--- src/rtl/core/tardc_pkg.sv ---
`timescale 1ns / 1ps
// Shared types, register codes and drive-mode helpers for the relay drive controller.
package tardc_pkg;

	localparam int CFG_INDEX_WIDTH = 4;
	localparam int CFG_DATA_WIDTH  = 16;
	localparam int HYST_WIDTH      = 12;
	localparam int PAUSE_WIDTH     = 16;
	localparam int AZ_WIDTH        = 16;
	localparam int EL_WIDTH        = 15;
	localparam int NOW_WIDTH       = 32;

	localparam logic [CFG_INDEX_WIDTH-1:0] REG_AZ_HYST  = 4'd0;
	localparam logic [CFG_INDEX_WIDTH-1:0] REG_EL_HYST  = 4'd1;
	localparam logic [CFG_INDEX_WIDTH-1:0] REG_AZ_PAUSE = 4'd2;
	localparam logic [CFG_INDEX_WIDTH-1:0] REG_EL_PAUSE = 4'd3;

	localparam logic [HYST_WIDTH-1:0]  HYST_RESET  = 12'd150;
	localparam logic [PAUSE_WIDTH-1:0] PAUSE_RESET = 16'd300;

	// Azimuth relay level wanted when demand lies below measurement;
	// elevation uses the opposite polarity.
	localparam logic AZ_WANT_BELOW = 1'b1;
	localparam logic EL_WANT_BELOW = 1'b0;

	typedef enum logic [1:0] {
		MODE_OFF  = 2'd0,
		MODE_AZ   = 2'd1,
		MODE_EL   = 2'd2,
		MODE_BOTH = 2'd3
	} mode_t;

	typedef struct packed {
		logic                 demand_ok;
		logic                 position_ok;
		logic [AZ_WIDTH-1:0]  target_az;
		logic [AZ_WIDTH-1:0]  measured_az;
		logic [EL_WIDTH-1:0]  target_el;
		logic [EL_WIDTH-1:0]  measured_el;
		logic [NOW_WIDTH-1:0] now_ms;
	} in_t;

	typedef struct packed {
		logic       az_direction;
		logic       el_direction;
		logic [1:0] drive_mode;
		logic       drive_restarted;
	} out_t;

	// Decision of one axis for the current tick.
	typedef struct packed {
		logic flip;
		logic relay_next;
		logic add;
		logic remove;
	} axis_act_t;

	typedef struct packed {
		mode_t mode;
		logic  restart;
	} drive_t;

	// Applies one axis decision to the drive mode.
	function automatic drive_t drive_apply(mode_t mode, mode_t axis, axis_act_t act);
		drive_t res;
		res.mode    = mode;
		res.restart = 1'b0;
		if (act.add) begin
			if ((mode & axis) == 2'b00) begin
				if (mode == MODE_OFF) begin
					res.mode = axis;
				end else begin
					res.mode    = MODE_BOTH;
					res.restart = 1'b1;
				end
			end
		end else if (act.remove) begin
			if ((mode & axis) != 2'b00) begin
				res.mode    = mode_t'(mode & ~axis);
				res.restart = 1'b1;
			end
		end
		return res;
	endfunction

endpackage

--- src/rtl/core/tardc_axis.sv ---
`timescale 1ns / 1ps
// Per-axis band test, relay pause check and relay/drive decision.
module tardc_axis #(
	parameter int POS_WIDTH  = 16,
	parameter int TIME_WIDTH = 32
) (
	input  logic [POS_WIDTH-1:0]              target,
	input  logic [POS_WIDTH-1:0]              measured,
	input  logic [tardc_pkg::HYST_WIDTH-1:0]  hyst,
	input  logic [tardc_pkg::PAUSE_WIDTH-1:0] pause,
	input  logic [TIME_WIDTH-1:0]             now,
	input  logic [TIME_WIDTH-1:0]             last_switch,
	input  logic                              relay,
	input  logic                              want_below,
	output tardc_pkg::axis_act_t              act
);
	import tardc_pkg::*;

	localparam int SUM_WIDTH = POS_WIDTH + 1;

	logic [SUM_WIDTH-1:0]  target_band;
	logic [SUM_WIDTH-1:0]  measured_band;
	logic [TIME_WIDTH-1:0] elapsed;
	logic                  below;
	logic                  above;
	logic                  pause_ok;
	logic                  move;
	logic                  want;

	assign target_band   = SUM_WIDTH'(target) + SUM_WIDTH'(hyst);
	assign measured_band = SUM_WIDTH'(measured) + SUM_WIDTH'(hyst);
	assign below         = target_band < SUM_WIDTH'(measured);
	assign above         = SUM_WIDTH'(target) > measured_band;

	// modular time difference, strict compare
	assign elapsed  = now - last_switch;
	assign pause_ok = elapsed > TIME_WIDTH'(pause);

	assign move = pause_ok && (below || above);
	assign want = below ? want_below : ~want_below;

	always_comb begin
		act.flip       = move && (relay != want);
		act.relay_next = move ? want : relay;
		act.add        = move && (relay == want);
		act.remove     = !move;
	end

endmodule

--- src/rtl/core/two_axis_relay_drive_controller.sv ---
`timescale 1ns / 1ps
// Top level of the two-axis relay drive controller.
//
//  channel  | handshake             | payload
//  ---------+-----------------------+---------------------------------
//  in       | in_valid / in_stall   | in_data  (tardc_pkg::in_t)
//  out      | out_valid / out_stall | out_data (tardc_pkg::out_t)
//  cfg      | cfg_valid / cfg_ready | cfg_index, cfg_data
//
// One tick per clock while out_stall is low: a tick is registered on transfer,
// evaluated against the relay/mode registers once the output register is free,
// and then lands in the output register.
// Reset clears relays, mode, switch times and loads default bands and pauses.
// While a result waits under out_stall, one more tick is held; after that
// in_stall follows out_stall. cfg_ready is always high.
module two_axis_relay_drive_controller #(
	parameter int TIME_WIDTH = 32
) (
	input  logic                                  clk,
	input  logic                                  arst_n,
	input  logic                                  in_valid,
	output logic                                  in_stall,
	input  tardc_pkg::in_t                        in_data,
	output logic                                  out_valid,
	input  logic                                  out_stall,
	output tardc_pkg::out_t                       out_data,
	input  logic                                  cfg_valid,
	output logic                                  cfg_ready,
	input  logic [tardc_pkg::CFG_INDEX_WIDTH-1:0] cfg_index,
	input  logic [tardc_pkg::CFG_DATA_WIDTH-1:0]  cfg_data
);
	import tardc_pkg::*;

	logic [HYST_WIDTH-1:0]  az_hyst_q;
	logic [HYST_WIDTH-1:0]  el_hyst_q;
	logic [PAUSE_WIDTH-1:0] az_pause_q;
	logic [PAUSE_WIDTH-1:0] el_pause_q;

	logic                  az_relay_q;
	logic                  el_relay_q;
	mode_t                 mode_q;
	logic [TIME_WIDTH-1:0] az_last_q;
	logic [TIME_WIDTH-1:0] el_last_q;

	logic valid_s1;
	in_t  item_s1;
	logic out_valid_q;
	out_t out_q;

	logic                  out_free;
	logic                  advance;
	logic                  accept;
	logic                  data_ok;
	logic [TIME_WIDTH-1:0] now_t;
	axis_act_t             az_act;
	axis_act_t             el_act;
	drive_t                az_drv;
	drive_t                el_drv;
	mode_t                 mode_next;
	logic                  restart;

	assign out_free  = !out_valid_q || !out_stall;
	assign advance   = valid_s1 && out_free;
	assign in_stall  = valid_s1 && !out_free;
	assign accept    = in_valid && !in_stall;
	assign cfg_ready = 1'b1;
	assign out_valid = out_valid_q;
	assign out_data  = out_q;

	always_ff @(posedge clk or negedge arst_n) begin
		if (!arst_n) begin
			az_hyst_q  <= HYST_RESET;
			el_hyst_q  <= HYST_RESET;
			az_pause_q <= PAUSE_RESET;
			el_pause_q <= PAUSE_RESET;
		end else if (cfg_valid && cfg_ready) begin
			case (cfg_index)
				REG_AZ_HYST:  az_hyst_q  <= cfg_data[HYST_WIDTH-1:0];
				REG_EL_HYST:  el_hyst_q  <= cfg_data[HYST_WIDTH-1:0];
				REG_AZ_PAUSE: az_pause_q <= cfg_data[PAUSE_WIDTH-1:0];
				REG_EL_PAUSE: el_pause_q <= cfg_data[PAUSE_WIDTH-1:0];
				default: ;
			endcase
		end
	end

	assign data_ok = item_s1.demand_ok && item_s1.position_ok;
	assign now_t   = TIME_WIDTH'(item_s1.now_ms);

	tardc_axis #(
		.POS_WIDTH  (AZ_WIDTH),
		.TIME_WIDTH (TIME_WIDTH)
	) u_az (
		.target      (item_s1.target_az),
		.measured    (item_s1.measured_az),
		.hyst        (az_hyst_q),
		.pause       (az_pause_q),
		.now         (now_t),
		.last_switch (az_last_q),
		.relay       (az_relay_q),
		.want_below  (AZ_WANT_BELOW),
		.act         (az_act)
	);

	tardc_axis #(
		.POS_WIDTH  (EL_WIDTH),
		.TIME_WIDTH (TIME_WIDTH)
	) u_el (
		.target      (item_s1.target_el),
		.measured    (item_s1.measured_el),
		.hyst        (el_hyst_q),
		.pause       (el_pause_q),
		.now         (now_t),
		.last_switch (el_last_q),
		.relay       (el_relay_q),
		.want_below  (EL_WANT_BELOW),
		.act         (el_act)
	);

	// elevation sees the mode left by the azimuth step
	always_comb begin
		az_drv = drive_apply(mode_q, MODE_AZ, az_act);
		el_drv = drive_apply(az_drv.mode, MODE_EL, el_act);
		if (data_ok) begin
			mode_next = el_drv.mode;
			restart   = az_drv.restart || el_drv.restart;
		end else begin
			mode_next = MODE_OFF;
			restart   = (mode_q != MODE_OFF);
		end
	end

	always_ff @(posedge clk or negedge arst_n) begin
		if (!arst_n) begin
			valid_s1 <= 1'b0;
		end else if (accept) begin
			valid_s1 <= 1'b1;
		end else if (advance) begin
			valid_s1 <= 1'b0;
		end
	end

	always_ff @(posedge clk) begin
		if (accept) begin
			item_s1 <= in_data;
		end
	end

	always_ff @(posedge clk or negedge arst_n) begin
		if (!arst_n) begin
			az_relay_q  <= 1'b0;
			el_relay_q  <= 1'b0;
			mode_q      <= MODE_OFF;
			az_last_q   <= '0;
			el_last_q   <= '0;
			out_valid_q <= 1'b0;
		end else if (advance) begin
			mode_q      <= mode_next;
			out_valid_q <= 1'b1;
			if (data_ok) begin
				az_relay_q <= az_act.relay_next;
				el_relay_q <= el_act.relay_next;
				if (az_act.flip) begin
					az_last_q <= now_t;
				end
				if (el_act.flip) begin
					el_last_q <= now_t;
				end
			end
		end else if (!out_stall) begin
			out_valid_q <= 1'b0;
		end
	end

	always_ff @(posedge clk) begin
		if (advance) begin
			out_q.az_direction    <= data_ok ? az_act.relay_next : az_relay_q;
			out_q.el_direction    <= data_ok ? el_act.relay_next : el_relay_q;
			out_q.drive_mode      <= mode_next;
			out_q.drive_restarted <= restart;
		end
	end

endmodule

--- config.mk ---
export PLATFORM = sky130hd
export DESIGN_NAME = two_axis_relay_drive_controller
export DESIGN_NICKNAME = d
export VERILOG_FILES = /design/src/rtl/core/tardc_pkg.sv /design/src/rtl/core/tardc_axis.sv /design/src/rtl/core/two_axis_relay_drive_controller.sv
export SDC_FILE = /design/constraint.sdc
export NUM_CORES = 1
export LEC_CHECK = 0
export BUFFER_PORTS_ARGS = -buffer_cell sky130_fd_sc_hd__buf_2
export CAP_MARGIN = 15
export CORE_MARGIN = 8
export CORE_UTILIZATION = 66
export DETAILED_ROUTE_END_ITERATION = 7
export PLACE_DENSITY = 0.87
export SYNTH_ARGS = -nofsm -noshare
export SYNTH_HDL_FRONTEND = slang
export SYNTH_SLANG_ARGS = --single-unit
--- constraint.sdc ---
create_clock -name clk -period 14.4 [get_ports clk]
set_clock_uncertainty 0.15 [all_clocks]
set_input_delay 2.88 -clock clk [delete_from_list [all_inputs] [get_ports clk]]
set_output_delay 2.88 -clock clk [all_outputs]
set_load 0.02 [all_outputs]
## Word-level counts from Yosys, hierarchy flattened

Cells that the tools add are included.
Widths: inputs -> output; s select.

- Add/sub/neg operators: 6
- Order comparisons: 6
- Equality and inequality tests: 8
- Mux-type cells: 24
- Reduce and logical (&&, ||, !) cells: 31

Operators by type and width:

| operator | number |
|---|---|
| $gt 32x16->1 | 2 |
| $sub 32x32->32 | 2 |
| $add 16x12->17 | 2 |
| $add 15x12->16 | 2 |
| $gt 16x17->1 | 1 |
| $lt 17x16->1 | 1 |
| $gt 15x16->1 | 1 |
| $lt 16x15->1 | 1 |
| $mux 1 | 16 |
| $mux 3 | 5 |
| $logic_and 1x1->1 | 10 |
| $eq 4x2->1 const B | 2 |
| $logic_not 2->1 | 4 |
| $reduce_and 2->1 | 4 |
| $mux 2 | 3 |
| $reduce_and 3->1 | 2 |
| $eq 4x1->1 const B | 1 |
| $logic_not 1->1 | 4 |
| $logic_not 4->1 | 1 |
| $logic_or 1x1->1 | 4 |
| $reduce_bool 2->1 | 2 |
| $eq 1x1->1 | 2 |
| $ne 1x1->1 | 2 |
| $ne 2x1->1 const B | 1 |

- Bits in registers: 227
- Input bits: 121
- Output and inout bits: 8
- Logic and storage cells: 97

## Longest topological paths before layout

- Word-level depth: 12
- Mapped depth: 25
- Depth with buffers taken out: 23

## Modules after synthesis

Synthesis repeated with hierarchy kept, for this count alone.

- Cells, all modules: 1599
- Area total of the unflattened synthesis: 16696.0 µm²

By module, submodules not included:

| module | times used | cells each | area an instance (µm²) | seq. area each (µm²) |
|---|---|---|---|---|
| two_axis_relay_drive_controller | 1 | 406 | 8265.4 | 6206.0 |
| tardc_axis at u_el | 1 | 607 | 4234.1 | 0.0 |
| tardc_axis at u_az | 1 | 586 | 4196.5 | 0.0 |

## Worst setup path before layout

OpenSTA, ideal clock, no wires.

- Path kind: in2out
- Start point: input port out_stall
- End point: output port in_stall
- Arrival: 3.129 ns
- Required time: 11.370 ns
- Setup slack: 8.241 ns
- Stages: 2
- Buffers on the path: 0
- Cell sequence: nand3_1 inv_1

- Longest elaborated chain between the ends: 4

Ends and longest elaborated chain:

| item | RTL line | source |
|---|---|---|
| start: declaration | two_axis_relay_drive_controller.sv:25 | `input logic out_stall,` |
| $logic_not 1->1 | - |  |
| $logic_or 1x1->1 | two_axis_relay_drive_controller.sv:62 | `assign out_free = !out_valid_q \|\| !out_stall;` |
| $logic_not 1->1 | two_axis_relay_drive_controller.sv:64 | `assign in_stall = valid_s1 && !out_free;` |
| $logic_and 1x1->1 | two_axis_relay_drive_controller.sv:64 |  |
| end: declaration | two_axis_relay_drive_controller.sv:22 | `output logic in_stall,` |

Every way passes these cells.

## Worst setup path in the final report

- Start point: register item_s1, in the netlist now_t[0]
- End point: register az_last_q[0]

- Longest elaborated chain between the ends: 5

Ends and longest elaborated chain:

| item | RTL line | source |
|---|---|---|
| start: declaration | two_axis_relay_drive_controller.sv:46 | `in_t item_s1;` |
| start signal: assignment | two_axis_relay_drive_controller.sv:145 | `item_s1 <= in_data;` |
| $sub 32x32->32 | tardc_axis.sv:36 | `assign elapsed = now - last_switch;` |
| $gt 32x16->1 | tardc_axis.sv:37 | `assign pause_ok = elapsed > TIME_WIDTH'(pause);` |
| $logic_and 1x1->1 | tardc_axis.sv:39 | `assign move = pause_ok && (below \|\| above);` |
| $logic_and 1x1->1 | tardc_axis.sv:43 | `act.flip = move && (relay != want);` |
| $reduce_and 3->1 (no line) | - |  |
| end signal: assignment | two_axis_relay_drive_controller.sv:164 | `az_last_q <= now_t;` |
| end: declaration | two_axis_relay_drive_controller.sv:42 | `logic [TIME_WIDTH-1:0] az_last_q;` |

Several ways; a longest one is shown, not always the timed one.
A chain may end at the register's enable or synchronous reset.

==> flow_metrics.py <==
metrics = {
    "outcome": {
        "outcome": "completed",
    },
    "global_route": {
        "grt_pass1_vias": 12902,
        "grt_pass1_wl_um": 63000,
        "track_usage": 0.250,
        "antenna_found_initial": 3,
        "grt_overflow_total": 0,
        "grt_max_degree": 89,
    },
    "synthesis": {
        "yosysMostFrequentCell": "ha_1",
        "yosysWarningCount": 0,
        "ys.flop_type": "dfrtp_1",
        "synth-compound-area-share": 0.161,
        "synth-simple-area-share": 0.0979,
        "synth_xor_area_frac": 0.0507,
        "synthDominantCellAreaShare": 0.187,
        "synth_top_family_by_area": "adder cells",
        "yosysTopAreaCell": "edfxtp_1",
        "muxShareOfSynthArea": 0.0927,
        "ys_types": 78,
        "synth_fa_ha_area_frac": 0.163,
        "synth_area_leaders": "edfxtp_1 (19%), dfrtp_1 (17%), ha_1 (16%), mux2_2 (6.0%), inv_1 (3.9%)",
        "ys_ff_latch": 227,
        "ys_async_sr_fraction": 0.555,
        "postSynthCellCount": 1574,
        "syn_area_um2": 16300,
        "ys_seq_area_frac": 0.382,
        "synth_edf_count": 101,
        "avgSynthCellArea_um2": 10.3,
        "syn_nets": 1903,
        "synth_common_cells": "ha_1 (202), inv_1 (168), a21oi_1 (112)",
    },
    "die": {
        "io-pin-count": 129,
        "die_area_um2": 29900,
        "initial_core_util": 0.670,
        "die_w_um": 173,
        "core_area_um2": 24200,
        "die_y_um": 173,
        "core.rowCount": 57,
    },
    "timing": {
        "hold_viol_final": 0,
        "fmax_ghz": 0.157,
        "tns_ps": 0,
        "grt_setup_unrepaired": "false",
        "period_needed_ps": 6350,
        "worst_slack_ps": 8050,
        "slew_viol_final": 0,
        "setup_viol": 0,
        "fin_crit_sh": 0.441,
        "tightest_slew_ps": 982,
        "relSlewSlack": 0.342,
    },
    "placed_design": {
        "dpl_worst_slack_ps": 8070,
        "place_area_um2": 17100,
        "port_buffers": 127,
        "hpwlAfterDp_um": 29500,
        "dp.cells": 1991,
        "routabilityCongestion": 0.963,
    },
    "clock_network": {
        "ctsResizeCount": 0,
        "cts_tree": "yes",
        "post-cts-setup-buffers": 0,
        "clk_pin_slew_worst_paths_ps": 60,
        "insertion_delay_ps": 550,
        "cts_hold_buffers": 0,
        "clock_path_buffers": 3,
        "cts.sinks": 227,
        "htree_levels": 1,
        "clock-root-buffer": "clkbuf_16",
        "cts_buffers": 24,
    },
    "layout": {
        "final_cell_area_um2": 18000,
        "layout.nets": 2023,
        "final_util": 0.742,
        "regArea_um2": 6210,
        "drive_gt1_frac": 0.190,
        "diodes": 0,
        "n_fill_cell": 1680,
        "finalNonFillerCells": 2036,
        "multi_input_area_um2": 9190,
        "syn_to_final_growth_pct": 10.7,
    },
    "route": {
        "wl_met3_um": 1720,
        "dr_wl_met2_um": 18500,
        "drt-total-wl_um": 38100,
        "drtPass1Iterations": 5,
        "dr_total_vias": 12379,
        "vias_per_cell": 6.08,
        "top_layer": "met5",
        "drc": 0,
        "postRouteAntennaNets": 0,
        "drtIter0Drc": 784,
        "wl_per_cell_um": 18.7,
        "met1_length_um": 16400,
    },
    "worst_setup_path": {
        "reg2regPathDepth": 19,
        "required_ps": 14650,
        "start_kind": "flip-flop",
        "critPathKind": "flip-flop to flip-flop",
        "critPathCaptureType": "flip-flop",
        "cp_data_arrival_time_ps": 6600,
        "path_max_fanout": 32,
    },
    "flow_run": {
        "cap_violations": 0,
    },
    "power": {
        "p_leak_nw": 8.36,
        "vdd_drop_max_mv": 0.129,
        "powerDensity_nw_per_um2": 196,
    },
    "min_path": {
        "hp-class": "flip-flop to flip-flop",
        "hold_depth": 1,
    },
}
-- power breakdown --
| part | internal (W) | switching [W] | leakage [nW] |
|---|---|---|---|
| registers | 0.000845 | 0.000113 | 2.48 |
| clock network | 0.000408 | 0.000263 | 0.420 |
| logic | 0.000845 | 0.00105 | 5.46 |
-- routing by layer --
metal  vias to the layer above  global-route usage
met2                       350               0.438
met4                         6              0.0938
met1                      5925               0.310
li1                       5994                   -
met5                         -                   0
met3                       104              0.0364
-- per-stage QoR --
stage / power [W] / hold WS, ps
6_report: 0.00352 / 350
5_1_grt: 0.00380 / 374
4_1_cts: 0.00351 / 350
3_5_place_dp: 0.00281 / 343
3_3_place_gp: 0.00274 / 316
2_1_floorplan: 0.00238 / 307
-- worst paths after layout --
path,from,slack [ps],to
max,now_t[0],8050,az_last_q[0]
min,valid_s1,350,out_valid
max reg2reg,now_t[0],8050,az_last_q[0]
min reg2reg,valid_s1,350,out_valid
max in group asynchronous,arst_n,10780,el_hyst_q[1]
min in group asynchronous,arst_n,2170,az_last_q[6]
-- placed cells by master, fill, tap and decap left out, types with 9 or more instances in the layout --
cell type	n
nor2b_1	17
inv_1	168
a21o_1	46
buf_2	126
nand2b_1	17
mux2_2	87
o21bai_1	18
o21a_1	21
o211ai_1	10
nand4_1	32
edfxtp_1	101
nor3_1	23
ha_1	202
a31oi_1	12
dfrtp_1	110
and4_1	9
nand2_1	76
o31ai_1	10
dfstp_2	16
o21ai_0	79
nor2_1	73
mux2_4	29
clkbuf_16	25
xor2_1	36
nand3_1	27
xnor2_1	58
a211oi_1	20
a21oi_1	112
-- sequential cells by signal (all words and copies together), names as in the netlist --
register    count
now_t          32
valid_s1        1
el_pause_q     16
az_pause_q     16
out_valid       1
az_relay_q      1
out_data        5
az_last_q      32
az_hyst_q      12
el_hyst_q      12
mode_q          2
el_last_q      32
item_s1        64
el_relay_q      1
-- cell type report --
cell class                 instances  area share
inverter                         168      0.0350
timing repair buffer             132      0.0387
multi-input combinational       1141       0.511
clock inverter                    11     0.00987
sequential                       227       0.345
tap                              324      0.0225
clock buffer                      33      0.0382
-- cell families after synthesis --
kind of cell | count (synthesis)
compound gates | 398
xor+xnor | 94
fa+ha+maj | 208
buf+inv | 206
flops | 227
mux | 125
other cells | 1
simple gates | 315
-- worst max-delay path, cell delays in order, from the launching register on --
cell,delay [ps]
edfxtp_1,360
inv_1,70
ha_1,210
fa_1,430
nor2b_1,200
o31ai_1,140
a211oi_1,470
nor2_1,130
xnor2_1,150
ha_1,290
and3_1,200
a221o_1,370
a221oi_1,300
o211ai_1,140
a2111oi_0,580
o2111ai_1,230
or4_1,590
nand2_1,200
or4_4,560
mux2_2,410
No activity file was read; power rests on OpenSTA's default activity.
